## src/hw/rtl/slir_pkg.sv

```systemverilog
package slir_pkg;

    localparam int DEF_CAPACITY = 64;

    localparam int OP_W   = 2;
    localparam int VAL_W  = 32;
    localparam int IDX_W  = 6;
    localparam int STAT_W = 2;
    localparam int CNT_W  = 7;

    typedef logic [OP_W-1:0]   t_op;
    typedef logic [STAT_W-1:0] t_status;

    localparam t_op OP_INSERT = 2'd0;
    localparam t_op OP_REMOVE = 2'd1;
    localparam t_op OP_UPDATE = 2'd2;
    localparam t_op OP_READ   = 2'd3;

    localparam t_status ST_OK        = 2'd0;
    localparam t_status ST_FULL      = 2'd1;
    localparam t_status ST_NOT_FOUND = 2'd2;
    localparam t_status ST_BAD_INDEX = 2'd3;

    // datapath commands, one per cycle
    typedef enum logic [3:0] {
        CMD_NONE,
        CMD_LOAD,
        CMD_RM_READ,
        CMD_RM_STEP,
        CMD_RM_END,
        CMD_INS_INIT,
        CMD_INS_NEW,
        CMD_INS_READ,
        CMD_INS_STEP,
        CMD_INS_PUT,
        CMD_IDX_READ,
        CMD_IDX_TAKE,
        CMD_FINISH
    } t_cmd;

    typedef struct packed {
        t_cmd    cmd;
        t_status status;
    } t_dp_ctl;

    typedef struct packed {
        logic full;
        logic rm_at_end;
        logic rm_none;
        logic ins_at_base;
        logic ins_hit;
        logic idx_ok;
    } t_dp_stat;

    typedef struct packed {
        t_status                  status;
        logic [CNT_W-1:0]         count;
        logic [CNT_W-1:0]         removed;
        logic signed [VAL_W-1:0]  read_value;
    } t_rsp;

endpackage

```

## src/hw/rtl/slir_req_if.sv

```systemverilog
interface slir_req_if;
    import slir_pkg::*;

    logic                    valid;
    logic                    ready;
    logic [OP_W-1:0]         op;
    logic signed [VAL_W-1:0] value;
    logic signed [VAL_W-1:0] new_value;
    logic [IDX_W-1:0]        index;

    modport source (output valid, output op, output value, output new_value, output index,
                    input ready);
    modport sink   (input valid, input op, input value, input new_value, input index,
                    output ready);
endinterface

```

## src/hw/rtl/slir_rsp_if.sv

```systemverilog
interface slir_rsp_if;
    import slir_pkg::*;

    logic                    valid;
    logic                    ready;
    logic [STAT_W-1:0]       status;
    logic [CNT_W-1:0]        count;
    logic [CNT_W-1:0]        removed;
    logic signed [VAL_W-1:0] read_value;

    modport source (output valid, output status, output count, output removed,
                    output read_value, input ready);
    modport sink   (input valid, input status, input count, input removed,
                    input read_value, output ready);
endinterface

```

## src/hw/rtl/sorted_list_insert_remove_update.sv

```systemverilog
// Channel  Dir  Fields                                   Transfer
// i_req    in   op, value, new_value, index              valid & ready
// o_rsp    out  status, count, removed, read_value       valid & ready
//
// One item at a time; i_req is ready only while the sequencer is idle.
// Insert walks down from the top, shifting entries not below the value up, and skips the
// walk when full; remove scans the whole list; update runs a remove, then inserts the new
// value only when the old one was found; a read past the count returns ST_BAD_INDEX.
// A result waiting in o_rsp does not block the next request; only finishing
// the next item waits for it. Synchronous active-low reset empties the list.
module sorted_list_insert_remove_update #(
    parameter int CAPACITY = slir_pkg::DEF_CAPACITY
) (
    input  logic       i_clk,
    input  logic       i_rst_n,
    slir_req_if.sink   i_req,
    slir_rsp_if.source o_rsp
);
    import slir_pkg::*;

    t_dp_ctl  ctl;
    t_dp_stat stat;
    t_rsp     rsp;
    logic     rsp_valid;
    logic     req_ready;

    slir_ctrl u_ctrl (
        .i_clk       (i_clk),
        .i_rst_n     (i_rst_n),
        .i_req_valid (i_req.valid),
        .i_req_op    (i_req.op),
        .o_req_ready (req_ready),
        .o_rsp_valid (rsp_valid),
        .i_rsp_ready (o_rsp.ready),
        .i_stat      (stat),
        .o_ctl       (ctl)
    );

    slir_datapath #(
        .CAPACITY (CAPACITY)
    ) u_datapath (
        .i_clk       (i_clk),
        .i_rst_n     (i_rst_n),
        .i_value     (i_req.value),
        .i_new_value (i_req.new_value),
        .i_index     (i_req.index),
        .i_ctl       (ctl),
        .o_stat      (stat),
        .o_rsp       (rsp)
    );

    assign i_req.ready      = req_ready;
    assign o_rsp.valid      = rsp_valid;
    assign o_rsp.status     = rsp.status;
    assign o_rsp.count      = rsp.count;
    assign o_rsp.removed    = rsp.removed;
    assign o_rsp.read_value = rsp.read_value;

endmodule

```

## src/hw/rtl/slir_datapath.sv

```systemverilog
module slir_datapath #(
    parameter int CAPACITY = slir_pkg::DEF_CAPACITY
) (
    input  logic                             i_clk,
    input  logic                             i_rst_n,
    input  logic signed [slir_pkg::VAL_W-1:0] i_value,
    input  logic signed [slir_pkg::VAL_W-1:0] i_new_value,
    input  logic [slir_pkg::IDX_W-1:0]        i_index,
    input  slir_pkg::t_dp_ctl                 i_ctl,
    output slir_pkg::t_dp_stat                o_stat,
    output slir_pkg::t_rsp                    o_rsp
);
    import slir_pkg::*;

    localparam int AW = (CAPACITY > 1) ? $clog2(CAPACITY) : 1;
    localparam int FW = $clog2(CAPACITY + 1);
    localparam int CW = (FW > IDX_W) ? FW : IDX_W;
    localparam logic [FW-1:0] FULL_CNT = FW'(CAPACITY);

    logic signed [VAL_W-1:0] mem [CAPACITY];

    logic [FW-1:0]           r_fill, n_fill;
    logic signed [VAL_W-1:0] r_key, n_key;
    logic signed [VAL_W-1:0] r_nval, n_nval;
    logic [IDX_W-1:0]        r_idx, n_idx;
    logic [FW-1:0]           r_ptr, n_ptr;
    logic [FW-1:0]           r_wr, n_wr;
    logic [FW-1:0]           r_removed, n_removed;
    logic signed [VAL_W-1:0] r_rdval, n_rdval;
    logic signed [VAL_W-1:0] r_rdata;
    t_rsp                    r_rsp, n_rsp;

    logic                    we;
    logic [AW-1:0]           waddr;
    logic signed [VAL_W-1:0] wdata;
    logic                    re;
    logic [AW-1:0]           raddr;
    logic [FW-1:0]           ptr_dec;
    logic                    ins_hit;

    assign ptr_dec = r_ptr - 1'b1;
    assign ins_hit = r_rdata < r_key;

    assign o_stat.full        = (r_fill == FULL_CNT);
    assign o_stat.rm_at_end   = (r_ptr == r_fill);
    assign o_stat.rm_none     = (r_wr == r_fill);
    assign o_stat.ins_at_base = (r_ptr == '0);
    assign o_stat.ins_hit     = ins_hit;
    assign o_stat.idx_ok      = (CW'(r_idx) < CW'(r_fill));

    assign o_rsp = r_rsp;

    always_comb begin
        n_fill    = r_fill;
        n_key     = r_key;
        n_nval    = r_nval;
        n_idx     = r_idx;
        n_ptr     = r_ptr;
        n_wr      = r_wr;
        n_removed = r_removed;
        n_rdval   = r_rdval;
        n_rsp     = r_rsp;
        we        = 1'b0;
        waddr     = r_ptr[AW-1:0];
        wdata     = r_key;
        re        = 1'b0;
        raddr     = r_ptr[AW-1:0];
        unique case (i_ctl.cmd)
            CMD_LOAD: begin
                n_key     = i_value;
                n_nval    = i_new_value;
                n_idx     = i_index;
                n_ptr     = '0;
                n_wr      = '0;
                n_removed = '0;
                n_rdval   = '0;
            end
            CMD_RM_READ: begin
                re = 1'b1;
            end
            CMD_RM_STEP: begin
                // keep entries that differ from the key, packed down at r_wr
                n_ptr = r_ptr + 1'b1;
                if (r_rdata != r_key) begin
                    we    = 1'b1;
                    waddr = r_wr[AW-1:0];
                    wdata = r_rdata;
                    n_wr  = r_wr + 1'b1;
                end
            end
            CMD_RM_END: begin
                n_removed = r_fill - r_wr;
                n_fill    = r_wr;
            end
            CMD_INS_INIT: begin
                n_ptr = r_fill;
            end
            CMD_INS_NEW: begin
                n_ptr = r_fill;
                n_key = r_nval;
            end
            CMD_INS_READ: begin
                re    = 1'b1;
                raddr = ptr_dec[AW-1:0];
            end
            CMD_INS_STEP: begin
                // walk down from the top: shift up until an entry below the key
                we = 1'b1;
                if (ins_hit) begin
                    wdata  = r_key;
                    n_fill = r_fill + 1'b1;
                end else begin
                    wdata = r_rdata;
                    n_ptr = ptr_dec;
                end
            end
            CMD_INS_PUT: begin
                we     = 1'b1;
                n_fill = r_fill + 1'b1;
            end
            CMD_IDX_READ: begin
                re    = 1'b1;
                raddr = AW'(r_idx);
            end
            CMD_IDX_TAKE: begin
                n_rdval = r_rdata;
            end
            CMD_FINISH: begin
                n_rsp.status     = i_ctl.status;
                n_rsp.count      = CNT_W'(r_fill);
                n_rsp.removed    = CNT_W'(r_removed);
                n_rsp.read_value = r_rdval;
            end
            default: begin
            end
        endcase
    end

    always_ff @(posedge i_clk) begin
        if (!i_rst_n) begin
            r_fill <= '0;
        end else begin
            r_fill <= n_fill;
        end
    end

    always_ff @(posedge i_clk) begin
        r_key     <= n_key;
        r_nval    <= n_nval;
        r_idx     <= n_idx;
        r_ptr     <= n_ptr;
        r_wr      <= n_wr;
        r_removed <= n_removed;
        r_rdval   <= n_rdval;
        r_rsp     <= n_rsp;
    end

    always_ff @(posedge i_clk) begin
        if (we) begin
            mem[waddr] <= wdata;
        end
        if (re) begin
            r_rdata <= mem[raddr];
        end
    end

endmodule

```

## src/hw/rtl/slir_ctrl.sv

```systemverilog
module slir_ctrl (
    input  logic                     i_clk,
    input  logic                     i_rst_n,
    input  logic                     i_req_valid,
    input  slir_pkg::t_op            i_req_op,
    output logic                     o_req_ready,
    output logic                     o_rsp_valid,
    input  logic                     i_rsp_ready,
    input  slir_pkg::t_dp_stat       i_stat,
    output slir_pkg::t_dp_ctl        o_ctl
);
    import slir_pkg::*;

    localparam logic [3:0] S_IDLE     = 4'd0;
    localparam logic [3:0] S_INS_GO   = 4'd1;
    localparam logic [3:0] S_INS_RD   = 4'd2;
    localparam logic [3:0] S_INS_CHK  = 4'd3;
    localparam logic [3:0] S_RM_RD    = 4'd4;
    localparam logic [3:0] S_RM_CHK   = 4'd5;
    localparam logic [3:0] S_INS_NEW  = 4'd6;
    localparam logic [3:0] S_IDX_RD   = 4'd7;
    localparam logic [3:0] S_IDX_TAKE = 4'd8;
    localparam logic [3:0] S_FIN      = 4'd9;

    logic [3:0] r_state, n_state;
    t_op        r_op, n_op;
    t_status    r_status, n_status;
    logic       r_out_valid, n_out_valid;

    assign o_req_ready = (r_state == S_IDLE);
    assign o_rsp_valid = r_out_valid;

    always_comb begin
        n_state      = r_state;
        n_op         = r_op;
        n_status     = r_status;
        n_out_valid  = r_out_valid;
        o_ctl.cmd    = CMD_NONE;
        o_ctl.status = r_status;
        if (r_out_valid && i_rsp_ready) begin
            n_out_valid = 1'b0;
        end
        unique case (r_state)
            S_IDLE: begin
                if (i_req_valid) begin
                    o_ctl.cmd = CMD_LOAD;
                    n_op      = i_req_op;
                    n_status  = ST_OK;
                    unique case (i_req_op)
                        OP_INSERT:            n_state = S_INS_GO;
                        OP_REMOVE, OP_UPDATE: n_state = S_RM_RD;
                        default:              n_state = S_IDX_RD;
                    endcase
                end
            end
            S_INS_GO: begin
                if (i_stat.full) begin
                    n_status = ST_FULL;
                    n_state  = S_FIN;
                end else begin
                    o_ctl.cmd = CMD_INS_INIT;
                    n_state   = S_INS_RD;
                end
            end
            S_INS_RD: begin
                if (i_stat.ins_at_base) begin
                    o_ctl.cmd = CMD_INS_PUT;
                    n_state   = S_FIN;
                end else begin
                    o_ctl.cmd = CMD_INS_READ;
                    n_state   = S_INS_CHK;
                end
            end
            S_INS_CHK: begin
                o_ctl.cmd = CMD_INS_STEP;
                n_state   = i_stat.ins_hit ? S_FIN : S_INS_RD;
            end
            S_RM_RD: begin
                if (i_stat.rm_at_end) begin
                    o_ctl.cmd = CMD_RM_END;
                    if (i_stat.rm_none) begin
                        n_status = ST_NOT_FOUND;
                        n_state  = S_FIN;
                    end else if (r_op == OP_UPDATE) begin
                        n_state = S_INS_NEW;
                    end else begin
                        n_state = S_FIN;
                    end
                end else begin
                    o_ctl.cmd = CMD_RM_READ;
                    n_state   = S_RM_CHK;
                end
            end
            S_RM_CHK: begin
                o_ctl.cmd = CMD_RM_STEP;
                n_state   = S_RM_RD;
            end
            S_INS_NEW: begin
                o_ctl.cmd = CMD_INS_NEW;
                n_state   = S_INS_RD;
            end
            S_IDX_RD: begin
                if (i_stat.idx_ok) begin
                    o_ctl.cmd = CMD_IDX_READ;
                    n_state   = S_IDX_TAKE;
                end else begin
                    n_status = ST_BAD_INDEX;
                    n_state  = S_FIN;
                end
            end
            S_IDX_TAKE: begin
                o_ctl.cmd = CMD_IDX_TAKE;
                n_state   = S_FIN;
            end
            S_FIN: begin
                // output register free, or emptied by this cycle's transfer
                if (!r_out_valid || i_rsp_ready) begin
                    o_ctl.cmd   = CMD_FINISH;
                    n_out_valid = 1'b1;
                    n_state     = S_IDLE;
                end
            end
            default: begin
                n_state = S_IDLE;
            end
        endcase
    end

    always_ff @(posedge i_clk) begin
        if (!i_rst_n) begin
            r_state     <= S_IDLE;
            r_status    <= ST_OK;
            r_out_valid <= 1'b0;
        end else begin
            r_state     <= n_state;
            r_status    <= n_status;
            r_out_valid <= n_out_valid;
        end
    end

    always_ff @(posedge i_clk) begin
        r_op <= n_op;
    end

endmodule

```

## src/flat_wrapper.sv

```systemverilog
// flat-port wrapper written by rule: the top's interface ports become plain ports
module sorted_list_insert_remove_update_flat import slir_pkg::*;
#(
    parameter int CAPACITY = slir_pkg::DEF_CAPACITY
)
  (i_clk, i_rst_n, i_req_valid, i_req_op, i_req_value, i_req_new_value, i_req_index, i_req_ready, o_rsp_valid, o_rsp_status, o_rsp_count, o_rsp_removed, o_rsp_read_value, o_rsp_ready);
  slir_req_if i_req_i ();
  slir_rsp_if o_rsp_i ();
  input  logic i_clk;
  input  logic i_rst_n;
  input wire logic [$bits(i_req_i.valid)-1:0] i_req_valid;
  input wire logic [$bits(i_req_i.op)-1:0] i_req_op;
  input wire logic [$bits(i_req_i.value)-1:0] i_req_value;
  input wire logic [$bits(i_req_i.new_value)-1:0] i_req_new_value;
  input wire logic [$bits(i_req_i.index)-1:0] i_req_index;
  output wire logic [$bits(i_req_i.ready)-1:0] i_req_ready;
  output wire logic [$bits(o_rsp_i.valid)-1:0] o_rsp_valid;
  output wire logic [$bits(o_rsp_i.status)-1:0] o_rsp_status;
  output wire logic [$bits(o_rsp_i.count)-1:0] o_rsp_count;
  output wire logic [$bits(o_rsp_i.removed)-1:0] o_rsp_removed;
  output wire logic [$bits(o_rsp_i.read_value)-1:0] o_rsp_read_value;
  input wire logic [$bits(o_rsp_i.ready)-1:0] o_rsp_ready;
  assign i_req_i.valid = i_req_valid;
  assign i_req_i.op = i_req_op;
  assign i_req_i.value = i_req_value;
  assign i_req_i.new_value = i_req_new_value;
  assign i_req_i.index = i_req_index;
  assign i_req_ready = i_req_i.ready;
  assign o_rsp_valid = o_rsp_i.valid;
  assign o_rsp_status = o_rsp_i.status;
  assign o_rsp_count = o_rsp_i.count;
  assign o_rsp_removed = o_rsp_i.removed;
  assign o_rsp_read_value = o_rsp_i.read_value;
  assign o_rsp_i.ready = o_rsp_ready;
  sorted_list_insert_remove_update #(.CAPACITY(CAPACITY)) u_core (.i_clk(i_clk), .i_rst_n(i_rst_n), .i_req(i_req_i), .o_rsp(o_rsp_i));
endmodule
```

## config.mk

```make
export PLATFORM = sky130hd
export DESIGN_NAME = sorted_list_insert_remove_update_flat
export DESIGN_NICKNAME = d
export VERILOG_FILES = /design/src/hw/rtl/slir_pkg.sv /design/src/hw/rtl/slir_req_if.sv /design/src/hw/rtl/slir_rsp_if.sv /design/src/hw/rtl/sorted_list_insert_remove_update.sv /design/src/hw/rtl/slir_datapath.sv /design/src/hw/rtl/slir_ctrl.sv /design/src/flat_wrapper.sv
export SDC_FILE = /design/constraint.sdc
export NUM_CORES = 2
export LEC_CHECK = 0
export ABC_AREA = 1
export BUFFER_PORTS_ARGS = -buffer_cell sky130_fd_sc_hd__buf_2
export CAP_MARGIN = 20
export CORE_ASPECT_RATIO = 0.75
export CORE_UTILIZATION = 30
export CTS_BUF_LIST = sky130_fd_sc_hd__clkbuf_4 sky130_fd_sc_hd__clkbuf_8
export CTS_CLUSTER_SIZE = 40
export DETAILED_ROUTE_END_ITERATION = 16
export PLACE_DENSITY_LB_ADDON = 0.2
export REMOVE_ABC_BUFFERS = 1
export SYNTH_ARGS = -nofsm -noshare
export SYNTH_HDL_FRONTEND = slang
export SYNTH_SLANG_ARGS = --single-unit
```

## constraint.sdc

```tcl
create_clock -name i_clk -period 8.1 [get_ports i_clk]
set_input_delay 0.81 -clock i_clk [delete_from_list [all_inputs] [get_ports i_clk]]
set_output_delay 0.81 -clock i_clk [all_outputs]
set_load 0.05 [all_outputs]
```

==> flow_summary.yaml <==
clocking:
  clock_path_buffers: 4
  tritoncts: "yes"
  cts_htree_levels: 5
  clk-insertion-delay-late_ns: 1.03
  cts_num_sinks: 2267
  numCtsBuffers: 362
  cts-root-buf: "clkbuf_8"
  cts_resized: 0
  clkTransAtPathRegs_ns: 0.07
routing:
  vias_per_cell: 4.90
  routedWlPerCell_um: 24.6
  detail_route.first_pass.iterations: 5
  drc_errors: 0
  num_vias: 70700
  ant_nets: 0
  drt-initial-drc-count: 8024
  wl_um: 355000
finish:
  final_area_um2: 113000
  final_nets: 9848
  syn_to_final_growth_pct: 13.8
  final_common_cell: "nand2_1"
  layout_common_cells: "nand2_1, edfxtp_1, nand3_1, inv_1, clkbuf_8"
  drive_above_1_share_pct: 9.96
  utilization_pct: 34.4
critical_path:
  reg2reg_depth: 18
  regToRegStartpoint: "u_core.u_datapath.r_fill[2]"
  reg2reg_to: "u_core.u_datapath.r_rdata[24]"
  path_cells: "inv_1 -> ha_1 -> a21oi_1 -> nand2_1 -> nand2_1 -> nand3_2 -> nand2_8 -> nand3_4 -> inv_16 -> buf_12 -> buf_4 -> nand2_1 -> nand3_1 -> nand3_1 -> nand3_1 -> nand3_1 -> nand3_1 -> nand2_1"
  cp_max_fo: 159
  path_buf_inv: 4
  required_ns: 8.81
  rrSetupSlack_ns: 1.90
  cp_common_cell: "nand3_1"
  path_delay_family: "simple AND/OR/NAND/NOR gates"
  worstSetupStartpointType: "flip-flop"
  critPathMaxStageDelay_ns: 0.76
  worst_ep_arrival_time_ns: 6.90
  worst_path_max_delay_cell: "inv_16"
  crit_type: "flip-flop to flip-flop"
  cp-end-kind: "flip-flop"
timing:
  slew_violations: 0
  worst_pin_slew_ns: 1.17
  period_needed_ns: 6.20
  finalCritPeriodShare_pct: 76.5
  setup_viol: 0
  fmax_ghz: 0.161
  relSlewSlack_pct: 21.7
  fin_setup_tns_ns: 0
  hold_viol: 0
  worst_clock_skew_ns: 0.0810
  rsz0062_at_grt: "no"
synth:
  syn-cell-area_um2: 99600
  netlist_instances: 9527
  synth_seq_cells: 2267
  synth.top_cells.by_area: "edfxtp_1, nand3_1, nand2_1"
  synth_edf_count: 2253
  async_reset_ff_share_pct: 0
  ys_warn_count: 0
  syn_avg_cell_area_um2: 10.5
  synth_largest_area_cell: "edfxtp_1"
  synth-seq-area-share_pct: 68.2
  ys_types: 44
  synth.top_cell.area_share_pct: 67.9
  synthFlopType: "edfxtp_1"
power:
  pwr-share-seq_pct: 32.6
  swShare_pct: 47.7
  power.density_nw_per_um2: 422
  p_int_uw: 25100
  p_clk_share_pct: 20.4
  switching_power_uw: 22800
  ir_drop_uv: 588
  pwr-share-comb_pct: 46.9
  p_leak_uw: 0.0463
placement:
  numPortBuffers: 125
  place_area_um2: 106000
  place_hpwl_um: 198000
  gp_congestion: 0.882
global_routing:
  antenna_found_initial: 23
  track_usage_pct: 20.8
  grt_max_degree: 165
  grt_pass1_vias: 67600
  grt_pass1_wl_um: 504000
  grt-ovfl-total: 0
min_path:
  holdCritStartpoint: "i_req_value[12]"
  holdCritPathClass: "primary input to flip-flop"
  whs_path_depth: 3
  worst_hold_path.endpoint: "u_core.u_datapath.r_key[12]"
floorplanning:
  initial_core_util_pct: 30.3
  die-area_um2: 334000
  die_h_um: 501
  die_w_um: 667
  fp.coreArea_um2: 329000
  row_count: 182
  io_pins: 126
run_status:
  status: "finished clean"
run:
  drv_cap: 0
[metrics by stage]
step           hold slack [ns]  instances  power (µW)  setup slack, ns
2_1_floorplan            0.400       8986       28800           -25.20
3_5_place_dp             0.405      13700       38100             2.00
6_report                0.0929      14400       47900             1.90
4_1_cts               0.000971      14400       47800             1.96
5_1_grt                 0.0511      14400       50000             1.50
3_3_place_gp             0.403      13700       38000             1.96
[cell families after synthesis]
logic type | synth area share (%)
buffers and inverters | 9.03
XOR/XNOR | 0.167
adder cells (fa/ha/maj) | 0.648
AO/OA/AOI/OAI | 0.764
flip-flops | 68.2
AND/OR/NAND/NOR | 21.2
[worst max path at each step]
stage	startpoint	end	slack [ns]	cells past startpoint
finish	u_core.u_datapath.r_fill[2]	u_core.u_datapath.r_rdata[24]	1.90	18
global route	u_core.u_datapath.r_fill[2]	u_core.u_datapath.r_rdata[26]	1.50	19
CTS	u_core.u_datapath.r_fill[2]	u_core.u_datapath.r_rdata[24]	1.96	20
detailed placement	u_core.u_datapath.r_fill[2]	u_core.u_datapath.r_rdata[24]	2.00	20
global placement	u_core.u_datapath.r_fill[2]	u_core.u_datapath.r_rdata[24]	1.96	20
floorplan	u_core.u_datapath.r_fill[5]	u_core.u_datapath.r_rdata[30]	-25.20	15
[worst reg2reg max path: stages, from the launching register on]
cell	delay, ns
dfxtp_1	0.52
inv_1	0.17
ha_1	0.34
a21oi_1	0.17
nand2_1	0.08
nand2_1	0.13
nand3_2	0.21
nand2_8	0.58
nand3_4	0.58
inv_16	0.77
buf_12	0.45
buf_4	0.36
nand2_1	0.08
nand3_1	0.07
nand3_1	0.13
nand3_1	0.34
nand3_1	0.20
nand3_1	0.55
nand2_1	0.16
[state kept, by name, summed over array words and instances (netlist names)]
name                         flops
u_core.u_datapath.mem         2048
u_core.u_ctrl.r_state            4
u_core.u_datapath.r_nval        32
u_core.u_ctrl.o_rsp_valid        1
u_core.u_datapath.r_wr           7
u_core.u_datapath.r_fill         7
u_core.u_datapath.r_key         32
u_core.u_datapath.r_ptr          7
u_core.u_datapath.r_rdata       32
u_core.u_datapath.r_idx          6
u_core.u_ctrl.r_op               2
u_core.u_ctrl.r_status           2
u_core.u_datapath.r_removed      7
u_core.u_datapath.r_rdval       32
u_core.u_datapath.o_rsp         48
[synthesized netlist by cell type (3+ instances only)]
cell	n
inv_2	4
a21oi_1	35
clkbuf_1	235
inv_1	1748
nor3_1	22
ha_1	50
nand4_1	332
o221ai_1	3
o21bai_1	3
o21ai_0	33
xor2_1	13
clkinv_1	3
buf_1	59
o211ai_1	36
buf_2	230
nand2_2	3
o21ai_1	5
nor2_4	3
xnor2_1	6
nand3_1	1818
buf_4	11
or2_2	4
nand2_1	2347
nor4_1	6
nor2_1	224
edfxtp_1	2253
dfxtp_1	14
buf_6	6
[area by class of cell]
class | count | area (µm²)
tap | 4416 | 5530
sequential | 2267 | 67900
timing repair buffer | 371 | 3050
inverter | 1756 | 6620
clock inverter | 134 | 851
multi-input combinational | 4963 | 23400
fill | 32900 | 216000
clock buffer | 490 | 5960
antenna | 18 | 45.0
[power groups by stage]
stage / registers [µW] / clock network (µW) / logic, µW
2_1_floorplan: 15700 / 0 / 13100
3_3_place_gp: 15900 / 0 / 22100
3_5_place_dp: 15900 / 0 / 22200
4_1_cts: 15600 / 9980 / 22300
5_1_grt: 15600 / 10500 / 23900
6_report: 15600 / 9780 / 22500
[metal layers]
metal	vias up	share of wire [%]	global-route usage (%)
met5	-	0.0056	0
met2	2936	43	30.8
met4	4	3.2	6.45
met1	35200	45	29.9
met3	513	9.0	4.83
li1	32000	-	-
[repair_timing]
item,CTS,global route
buffers inserted,0,0
hold buffers,42,0
hold endpoints to repair,42,0
Power figures use the tool's default switching activity.
